==> config.mk <==
export PLATFORM = sky130hd
export DESIGN_NAME = mqcb_ctrl
export DESIGN_NICKNAME = d
export VERILOG_FILES = /design/src/hw/rtl/mqcb_pkg.sv /design/src/hw/rtl/mqcb_ctrl.sv
export SDC_FILE = /design/constraint.sdc
export NUM_CORES = 1
export LEC_CHECK = 0
export ABC_AREA = 1
export BUFFER_PORTS_ARGS = -buffer_cell sky130_fd_sc_hd__buf_2
export CAP_MARGIN = 20
export CORE_UTILIZATION = 35
export CTS_CLUSTER_DIAMETER = 100
export CTS_CLUSTER_SIZE = 40
export DETAILED_ROUTE_END_ITERATION = 10
export HOLD_SLACK_MARGIN = 0.03
export PLACE_DENSITY = 0.61
export RECOVER_POWER = 100
export SYNTH_ARGS = -nofsm -noshare
export SYNTH_HDL_FRONTEND = slang
export SYNTH_SLANG_ARGS = --single-unit
export TNS_END_PERCENT = 20
==> constraint.sdc <==
create_clock -name clock -period 1.5 [get_ports clock]
set_input_delay 0 -clock clock [delete_from_list [all_inputs] [get_ports clock]]
set_output_delay 0 -clock clock [all_outputs]
set_load 0.005 [all_outputs]
==> src/hw/rtl/mqcb_pkg.sv <==
// Shared constants, opcodes and control/status structs for the masked q-gram bitmap.
// No dependencies.
`timescale 1ns / 1ps

package mqcb_pkg;

   localparam int INDEX_BITS_DEF = 16;

   localparam logic [1:0] OP_CLEAR  = 2'd0;
   localparam logic [1:0] OP_INSERT = 2'd1;
   localparam logic [1:0] OP_SCAN   = 2'd2;

   // controller -> datapath
   typedef struct packed {
      logic clear_start;
      logic clear_step;
      logic latch_req;
      logic bit_start;
      logic bit_mode;    // 0 extract, 1 deposit
      logic bit_step;
      logic rd_ins;
      logic wr_ins;
      logic rd_scan;
      logic scan_load;
      logic scan_next;
      logic take_bit;
      logic out_load;
   } cmd_type;

   // datapath -> controller
   typedef struct packed {
      logic clear_last;
      logic bit_last;
      logic widx_ok;
      logic cur_zero;
      logic scan_end;
      logic out_free;
      logic out_last;
   } sts_type;

endpackage

==> src/hw/rtl/mqcb_ctrl.sv <==
// Sequencer for clear, insert and scan operations.
// Depends on mqcb_pkg.
`timescale 1ns / 1ps

module mqcb_ctrl (
   input  logic              clock,
   input  logic              reset,
   input  logic              req_valid,
   input  logic [1:0]        req_opcode,
   output logic              req_ready,
   input  mqcb_pkg::sts_type sts,
   output mqcb_pkg::cmd_type cmd
);

   localparam logic [3:0] S_CLEAR = 4'd0;
   localparam logic [3:0] S_IDLE  = 4'd1;
   localparam logic [3:0] S_EXT   = 4'd2;
   localparam logic [3:0] S_IRD   = 4'd3;
   localparam logic [3:0] S_IWR   = 4'd4;
   localparam logic [3:0] S_SRD   = 4'd5;
   localparam logic [3:0] S_SLD   = 4'd6;
   localparam logic [3:0] S_STEST = 4'd7;
   localparam logic [3:0] S_DEP   = 4'd8;
   localparam logic [3:0] S_OUT   = 4'd9;

   logic [3:0] state_ff, state_in;

   always_ff @(posedge clock) begin
      if (reset) begin
         state_ff <= S_CLEAR;   // clearing pass after reset
      end else begin
         state_ff <= state_in;
      end
   end

   assign req_ready = (state_ff == S_IDLE);

   always_comb begin
      state_in = state_ff;
      cmd      = '0;
      unique case (state_ff)
         S_CLEAR: begin
            cmd.clear_step = 1'b1;
            if (sts.clear_last) state_in = S_IDLE;
         end
         S_IDLE: begin
            if (req_valid) begin
               unique case (req_opcode)
                  mqcb_pkg::OP_CLEAR: begin
                     cmd.clear_start = 1'b1;
                     state_in        = S_CLEAR;
                  end
                  mqcb_pkg::OP_INSERT: begin
                     cmd.latch_req = 1'b1;
                     cmd.bit_start = 1'b1;
                     state_in      = S_EXT;
                  end
                  mqcb_pkg::OP_SCAN: begin
                     cmd.latch_req = 1'b1;
                     state_in      = S_SRD;
                  end
                  default: state_in = S_IDLE;
               endcase
            end
         end
         S_EXT: begin
            cmd.bit_step = 1'b1;
            if (sts.bit_last) state_in = S_IRD;
         end
         S_IRD: begin
            cmd.rd_ins = 1'b1;
            state_in   = S_IWR;
         end
         S_IWR: begin
            cmd.wr_ins = 1'b1;
            state_in   = S_IDLE;
         end
         S_SRD: begin
            if (sts.widx_ok) begin
               cmd.rd_scan = 1'b1;
               state_in    = S_SLD;
            end else begin
               state_in = S_IDLE;
            end
         end
         S_SLD: begin
            cmd.scan_load = 1'b1;
            state_in      = S_STEST;
         end
         S_STEST: begin
            priority if (sts.cur_zero) begin
               cmd.take_bit  = 1'b1;
               cmd.bit_start = 1'b1;
               cmd.bit_mode  = 1'b1;
               state_in      = S_DEP;
            end else if (sts.scan_end) begin
               state_in = S_IDLE;
            end else begin
               cmd.scan_next = 1'b1;
            end
         end
         S_DEP: begin
            cmd.bit_step = 1'b1;
            if (sts.bit_last) state_in = S_OUT;
         end
         S_OUT: begin
            if (sts.out_free) begin
               cmd.out_load = 1'b1;
               if (sts.out_last) begin
                  state_in = S_IDLE;
               end else begin
                  cmd.scan_next = 1'b1;
                  state_in      = S_STEST;
               end
            end
         end
         default: state_in = S_IDLE;
      endcase
   end

endmodule

==> results of run 1 <==
## power by group through the flow
| stage | Combinational, mW | Clock, mW | Sequential [mW] |
|---|---|---|---|
| 2_1_floorplan | 0.148 | 0 | 0.130 |
| 3_3_place_gp | 0.221 | 0 | 0.131 |
| 3_5_place_dp | 0.220 | 0 | 0.132 |
| 4_1_cts | 0.225 | 0.137 | 0.131 |
| 5_1_grt | 0.256 | 0.152 | 0.132 |
| 6_report | 0.220 | 0.133 | 0.130 |
## final timing paths
| check | endpoint | slack (ns) |
|---|---|---|
| setup / recovery | cmd[9] | 0.13 |
| hold / removal | state_ff[2] | 0.10 |
| setup reg to reg | state_ff[1] | 0.17 |
| hold reg to reg | state_ff[3] | 0.50 |
## cell type report
type                       instances  area (µm²)  share of cell area (%)
multi-input combinational         78       377.9                   53.93
inverter                          20       75.07                   10.71
timing repair buffer              26       125.1                   17.86
tap                               15       18.77                   2.679
clock buffer                       3       22.52                   3.214
sequential                         4       81.33                   11.61
## kinds of logic after synthesis
kind of cell | after synthesis | share of synthesized area [%]
flops | 4 | 14.88
compound gates | 6 | 5.580
buf+inv | 21 | 15.35
fa+ha+maj | 4 | 9.303
simple gates | 68 | 54.88
## metal layers
metal	vias to the layer above	part of all wire, %	track usage [%]	wire length [µm]
li1	372	-	-	-
met1	310	50	25.64	712
met2	21	45	34.38	641
met3	0	4.0	1.630	57
met4	0	0	2.419	0
met5	-	0	0	0
## what timing repair did
action                                  in CTS  in global routing
gates resized for setup                      1                  1
hold endpoints to repair                     3                  0
endpoints found under the setup margin       1                  2
hold buffers                                 1                  0
pin swaps                                    0                  0
## synth_stat cells
cell	instances	share of area, %
ha_1	4	9.3
nor3_1	2	1.9
nand3_1	9	8.4
nand4_1	3	3.5
nor2_1	19	13
nor2_4	1	2.1
dfxtp_1	4	15
inv_1	19	13
a21oi_1	3	2.8
buf_4	1	1.4
inv_2	1	0.70
o21ai_0	3	2.8
nand3_2	1	1.9
nand2_1	31	22
nand2_2	1	1.2
nor2_2	1	1.2
## critical path, cell delays in order, from the launching register on
cell,delay [ns]
dfxtp_2,0.33
inv_1,0.14
nand2_1,0.12
nor2_2,0.16
nand2_1,0.10
o21ai_0,0.14
clkbuf_1,0.14
## per-stage QoR
| step | util, % | setup WS [ns] |
|---|---|---|
| finish | 51.28 | 0.1341 |
| CTS | 52.11 | 0.07524 |
| global placement | 49.36 | 0.1930 |
| global route | 51.28 | 0.02125 |
| floorplan | - | 0.3978 |
| detailed placement | 49.36 | 0.2226 |
==> impl_metrics.yaml, run 1 <==
sta:
  setup_viol: 0
  slew_headroom_pct: 77.77
  fin_setup_tns_ns: 0
  tightest_slew_ns: 0.3322
  fmax_mhz: 732.1
  whs_ns: 0.1049
  fin_crit_ns: 1.366
  rsz0062_at_grt: "no"
  post-route-period-util_pct: 91.06
  drv_slew: 0
  skew_ns: 0.006238
  final-hold-violation-count: 0
place:
  placed_area_um2: 674.4
  gp_congestion: 0.8066
  dp_hpwl_um: 1207
  portBuffers: 25
  placed_cells_incl_taps: 142
floorplan:
  core-area_um2: 1366
  die_w_um: 41.21
  num_rows: 13
  io_pins: 26
  die-area_um2: 1698
  initial_core_util_pct: 39.38
  die_h_um: 41.21
global_route:
  grt_first_pass_wirelength_um: 2221
  gr-total-overflow: 0
  antenna_found_initial: 0
  grt_pass1_vias: 565
  grt_max_degree: 6
  grt_usage_pct: 19.33
pwr:
  p_clk_share_pct: 27.6
  leakagePower_nw: 0.4292
  internal_power_mw: 0.2859
  ir_drop_uv: 298.4
  swShare_pct: 40.92
  pwr-share-seq_pct: 26.9
  finalPower_mw: 0.4839
  p_sw_mw: 0.1980
  pwr-share-comb_pct: 45.5
  power_density_nw_per_um2: 690.6
layout:
  syn2layout_area_growth_pct: 30.23
  drive_gt1_share_pct: 19.85
  finalNonFillerCells: 146
  largest_register_ffs: 4
  top_regs: "state_ff (4)"
  fill_cells: 158
  layout_commonest_cell: "nand2_1"
  layout.nets: 149
  diodes: 0
  final_area_um2: 700.7
  regMostFlops: "state_ff"
  mostFrequentLayoutCells: "32 x nand2_1, 19 x inv_1, 19 x nor2_1, 17 x buf_2, 9 x nand3_1"
setup_path:
  worstPathRequired_ns: 1.50
  crit_fanout: 5
  end_kind: "output pin"
  path_class: "reg2out"
  worstSetupStartpoint: "state_ff[3]"
  r2r_cells: 7
  worstPathArrival_ns: 1.37
  r2r-start: "state_ff[0]"
  critPathLaunchType: "register"
cts:
  numCtsBuffers: 3
  clock_path_buffers: 2
  cts_tree: "done"
  clk_pin_slew_worst_paths_ns: 0.04
  cts_setup_buffers: 0
  clk_latency_ns: 0.23
  clock_sinks: 4
  htreeDepth: 1
  clockRootBuffer: "clkbuf_4"
route:
  num_vias: 703
  dr.pass1.iters: 4
  ant_nets: 0
  routed_wl_um: 1411
  drt_iter0_markers: 15
  detail_route.wl_per_cell_um: 9.664
  drc: 0
  via_per_inst: 4.815
hold_path:
  hold_path_depth: 4
  hp-start: "sts[2]"
  holdCritPathClass: "in2reg"
synth:
  synthCells: 103
  ys_ff_latch: 4
  avgSynthCellArea_um2: 5.223
  synth-seq-area-share_pct: 14.88
  synth_area_um2: 538.0
  syn_nets: 119
  ys_warn_count: 0
  yosys.cell_types.count: 16
run_status:
  status: "completed"
job:
  maxCapViolCount: 0
Power figures use the tool's default switching activity.
==> inputs of run 2 (changes only) <==
- CELL_PAD_IN_SITES_DETAIL_PLACEMENT: unset -> 0
- CELL_PAD_IN_SITES_GLOBAL_PLACEMENT: unset -> 1
- CORE_UTILIZATION: 35 -> 27
- PLACE_DENSITY: 0.61 -> 0.74
==> run 2 against run 1 <==
Design area increased by 3.4%; sequential share of layout area decreased by 0.21 points; via count decreased by 0.28%; flip-flop and latch count is the same; clock skew hardly changed.
==> impl_metrics.yaml, run 2 (same netlist as run 1, synthesis figures left out) <==
run_status:
  status: "completed"
route:
  num_vias: 701
  via_per_inst: 4.494
  drc: 0
  routed_wl_um: 1539
  drt_iter0_markers: 24
  ant_nets: 0
  dr.pass1.iters: 4
  detail_route.wl_per_cell_um: 9.865
setup_path:
  path_class: "reg2out"
  end_kind: "output pin"
  critPathBufInv: 2
  crit_slowest_cell: "dfxtp_2"
  cpMostUsedCell: "nand2_1"
  worstPathRequired_ns: 1.50
  critical-path-top-delay-family: "simple AND/OR/NAND/NOR gates"
  worstPathArrival_ns: 1.34
  critPathLaunchType: "register"
  max_stage_delay_ns: 0.38
  crit_chain: "inv_2 > nor2_4 > nand2_1 > nor3_2 > nand2_1 > nand2_1 > clkbuf_1"
  crit_fanout: 5
sta:
  fin_setup_tns_ns: 0
  fmax_mhz: 745.4
  fin_crit_ns: 1.342
  setup_ws_ns: 0.1584
  whs_ns: 0.1062
  drv_slew: 0
  setup_viol: 0
  final-hold-violation-count: 0
  skew_ns: 0.006068
  post-route-period-util_pct: 89.44
  slew_headroom_pct: 78.93
  tightest_slew_ns: 0.3149
floorplan:
  initial_core_util_pct: 29.86
  die_h_um: 46.64
  num_rows: 15
  core-area_um2: 1802
  die-area_um2: 2175
  io_pins: 26
  die_w_um: 46.64
cts:
  clock_path_buffers: 2
  clockRootBuffer: "clkbuf_4"
  clock_sinks: 4
  clk_pin_slew_worst_paths_ns: 0.04
  clk_latency_ns: 0.23
  htreeDepth: 1
  numCtsBuffers: 3
  cts_setup_buffers: 0
  cts_tree: "done"
layout:
  final_area_um2: 724.4
  syn2layout_area_growth_pct: 34.65
  layout_commonest_cell: "nand2_1"
  multi_input_area_um2: 387.9
  top_regs: "state_ff (4)"
  mostFrequentLayoutCells: "31 x nand2_1, 18 x nor2_1, 17 x inv_1, 16 x buf_2, 9 x nand3_1"
  seqCellArea_um2: 82.58
  layout.nets: 149
  diodes: 0
  largest_register_ffs: 4
  finalNonFillerCells: 156
  fill_cells: 217
  drive_gt1_share_pct: 23.66
  regMostFlops: "state_ff"
global_route:
  grt_max_degree: 6
  grt_pass1_vias: 614
  antenna_found_initial: 0
  gr-total-overflow: 0
  grt_first_pass_wirelength_um: 2525
  grt_usage_pct: 15.68
pwr:
  ir_drop_uv: 221.9
  p_clk_share_pct: 26.9
  pwr-share-seq_pct: 26.4
  pwr-share-comb_pct: 46.7
  leakagePower_nw: 0.4291
  power_density_nw_per_um2: 685.3
  swShare_pct: 41.24
  p_sw_mw: 0.2047
  internal_power_mw: 0.2918
place:
  pre_cts_ws_ns: 0.2295
  placed_cells_incl_taps: 152
  gp_congestion: 0.7801
  portBuffers: 25
  dp_hpwl_um: 1241
  placed_area_um2: 686.9
job:
  maxCapViolCount: 0
hold_path:
  holdCritPathClass: "in2reg"
==> run 2: cell count changes in the layout (fill, tap and decap cells not counted) <==
cell      previous run  this run
nor2_4               1         2
nor2_1              19        18
inv_2                1         3
buf_2               17        16
dfxtp_2              1         2
clkbuf_2             0         1
inv_1               19        17
nand2_1             32        31
dfxtp_1              3         2
nand2_2              0         1
==> run 2: path summary, 6_finish.rpt <==
kind                            slack, ns        start           to  cells after the start
worst max-delay path                 0.16  state_ff[3]       cmd[2]                      7
worst min register to register       0.51  state_ff[1]  state_ff[1]                      2
worst max register to register       0.19  state_ff[0]  state_ff[3]                      7
worst min-delay path                 0.11       sts[2]  state_ff[2]                      4
==> run 2: repair_timing <==
action                                  CTS  global route
endpoints found under the hold margin     3             0
endpoints found under the setup margin    0             5
hold buffers                              1             0
gates resized for setup                   0             7
==> run 2: worst min-delay path: stages <==
cell and delay (ns):
buf_2 0.08, nor2_1 0.04, nand3_2 0.10, a21oi_1 0.07
==> run 2: power by group through the flow <==
stage	clock network [mW]	registers, mW	logic [mW]
6_report	0.133	0.131	0.232
5_1_grt	0.142	0.133	0.268
4_1_cts	0.137	0.130	0.226
3_5_place_dp	0	0.132	0.222
3_3_place_gp	0	0.131	0.224
2_1_floorplan	0	0.130	0.148
==> run 2: stage by stage <==
| stage | util (%) | power [mW] |
|---|---|---|
| 3_5_place_dp | 38.13 | 0.3540 |
| 3_3_place_gp | 38.13 | 0.3547 |
| 2_1_floorplan | - | 0.2776 |
| 6_report | 40.21 | 0.4965 |
| 4_1_cts | 39.93 | 0.4931 |
| 5_1_grt | 40.21 | 0.5427 |
==> run 2: final cells by class <==
cell class              count  area share [%]
clock buffers               3           3.109
repair buffers             26           17.27
multi-input cells          78           53.54
flip-flops and latches      4           11.40
inverters                  20           10.36
well taps                  25           4.318
==> run 2: metal layers <==
layer	share of wire [%]	wire (µm)	track usage, %	vias to the layer above
li1	-	-	-	374
met1	45	695	21.81	298
met2	47	722	26.94	29
met3	7.8	120	0	0
met4	0	0	3.429	0
met5	0	0	0	-
==> inputs of run 3 (changes only) <==
- CORE_MARGIN: unset -> 2
==> run 3 against run 2 <==
Largest power group unchanged; global-route usage fell by 2.7 points; clock power barely moved; non-clock buffer count did not move; critical path type is now reg2reg; combinational power barely moved; sequential power barely moved; worst setup slack got worse by 0.045 ns; design area rose by 0.86%.
==> impl_metrics.yaml, run 3 (same netlist as run 1, synthesis figures left out) <==
route:
  routed_wl_um: 1524
  drt_iter0_markers: 11
  detail_route.wl_per_cell_um: 9.646
  ant_nets: 0
  via_per_inst: 4.456
  drc: 0
  dr.pass1.iters: 4
  num_vias: 704
global_route:
  antenna_found_initial: 0
  grt_pass1_vias: 619
  grt_usage_pct: 12.96
  grt_first_pass_wirelength_um: 2484
  gr-total-overflow: 0
  grt_max_degree: 6
layout:
  syn2layout_area_growth_pct: 35.81
  regMostFlops: "state_ff"
  fill_cells: 231
  layout_commonest_cell: "nand2_1"
  finalNonFillerCells: 158
  diodes: 0
  finalCoreUtilization_pct: 38.02
  top_regs: "state_ff (4)"
  final_area_um2: 730.7
  drive_gt1_share_pct: 24.43
  largest_register_ffs: 4
  layout.nets: 149
  mostFrequentLayoutCells: "31 x nand2_1, 19 x inv_1, 19 x buf_2, 18 x nor2_1, 9 x nand3_1"
setup_path:
  crit_fanout: 5
  critPathLaunchType: "register"
  critPathBufInv: 2
  end_kind: "register"
  path_class: "reg2reg"
  critical-path-top-delay-family: "simple AND/OR/NAND/NOR gates"
  crit_chain: "inv_2 > nand2_1 > inv_1 > nand3_1 > nand3_1 > nor2_1 > nand2_1 > a21oi_1"
  worstPathArrival_ns: 1.55
  r2r_slack_ns: 0.11
  crit_slowest_cell: "dfxtp_1"
  max_stage_delay_ns: 0.42
  worstPathRequired_ns: 1.66
pwr:
  leakagePower_nw: 0.4442
  finalPower_mw: 0.4956
  ir_drop_uv: 235.5
  power_density_nw_per_um2: 678.3
cts:
  cts_setup_buffers: 0
  htreeDepth: 1
  numCtsBuffers: 3
  clk_pin_slew_worst_paths_ns: 0.04
  clk_latency_ns: 0.23
  clock_sinks: 4
  clock_path_buffers: 2
  cts_tree: "done"
  clockRootBuffer: "clkbuf_4"
sta:
  final-hold-violation-count: 0
  tightest_slew_ns: 0.3168
  fmax_mhz: 721.0
  rsz0062_at_grt: "no"
  fin_setup_tns_ns: 0
  slew_headroom_pct: 78.80
  fin_crit_ns: 1.387
  setup_viol: 0
  drv_slew: 0
  post-route-period-util_pct: 92.46
  skew_ns: 0.003148
place:
  gp_congestion: 0.8234
  dp_hpwl_um: 1276
  portBuffers: 25
  placed_cells_incl_taps: 154
  placed_area_um2: 689.4
floorplan:
  initial_core_util_pct: 27.99
  core-area_um2: 1922
  io_pins: 26
  num_rows: 16
  die_w_um: 48.64
  die-area_um2: 2366
  die_h_um: 48.64
hold_path:
  holdCritPathClass: "in2reg"
job:
  maxCapViolCount: 0
run_status:
  status: "completed"
## run 3: tightest hold or removal path, cell delays in order
cell	delay, ns
buf_2	0.08
nor2_1	0.04
nand3_2	0.10
a21oi_1	0.08
## run 3: path summary, 6_finish.rpt
path | start | endpoint | cells past startpoint
worst max-delay path | state_ff[1] | state_ff[2] | 8
worst min register to register | state_ff[3] | state_ff[3] | 2
worst min-delay path | sts[2] | state_ff[2] | 4
worst max register to register | state_ff[1] | state_ff[2] | 8
## run 3: routing by layer
layer  GRT usage (%)  routed length [µm]  vias up
met1           17.77                 728      304
met3           2.160                  82        2
met2           20.55                 707       26
met4           4.286                   6        0
li1                -                   -      372
met5               0                   0        -
## run 3: repair_timing
action,4_1_cts,5_1_grt
setup endpoints to repair,0,4
hold buffers,1,0
gates resized for setup,0,4
endpoints found under the hold margin,3,0
## run 3: report_power, final
group          total (mW)  leakage [nW]  internal [mW]  switching (mW)
clock               0.131        0.0138         0.0893          0.0414
sequential          0.133        0.0331          0.118          0.0149
combinational       0.232         0.397         0.0868           0.146
total               0.496         0.444          0.294           0.202
## run 3: metrics by stage
stage               hold WS, ns  setup slack, ns
floorplan               0.06907           0.3978
global placement         0.2110           0.1673
detailed placement       0.2081           0.1968
CTS                      0.1011          0.03205
global route             0.1246         0.003965
finish                   0.1079           0.1131
## run 3: layout make-up
type,count,area (µm²),share of cell area [%]
multi-input cells,78,387.9,53.08
repair buffers,26,130.1,17.81
flip-flops and latches,4,81.33,11.13
inverters,20,75.07,10.27
well taps,27,33.78,4.623
clock buffers,3,22.52,3.082
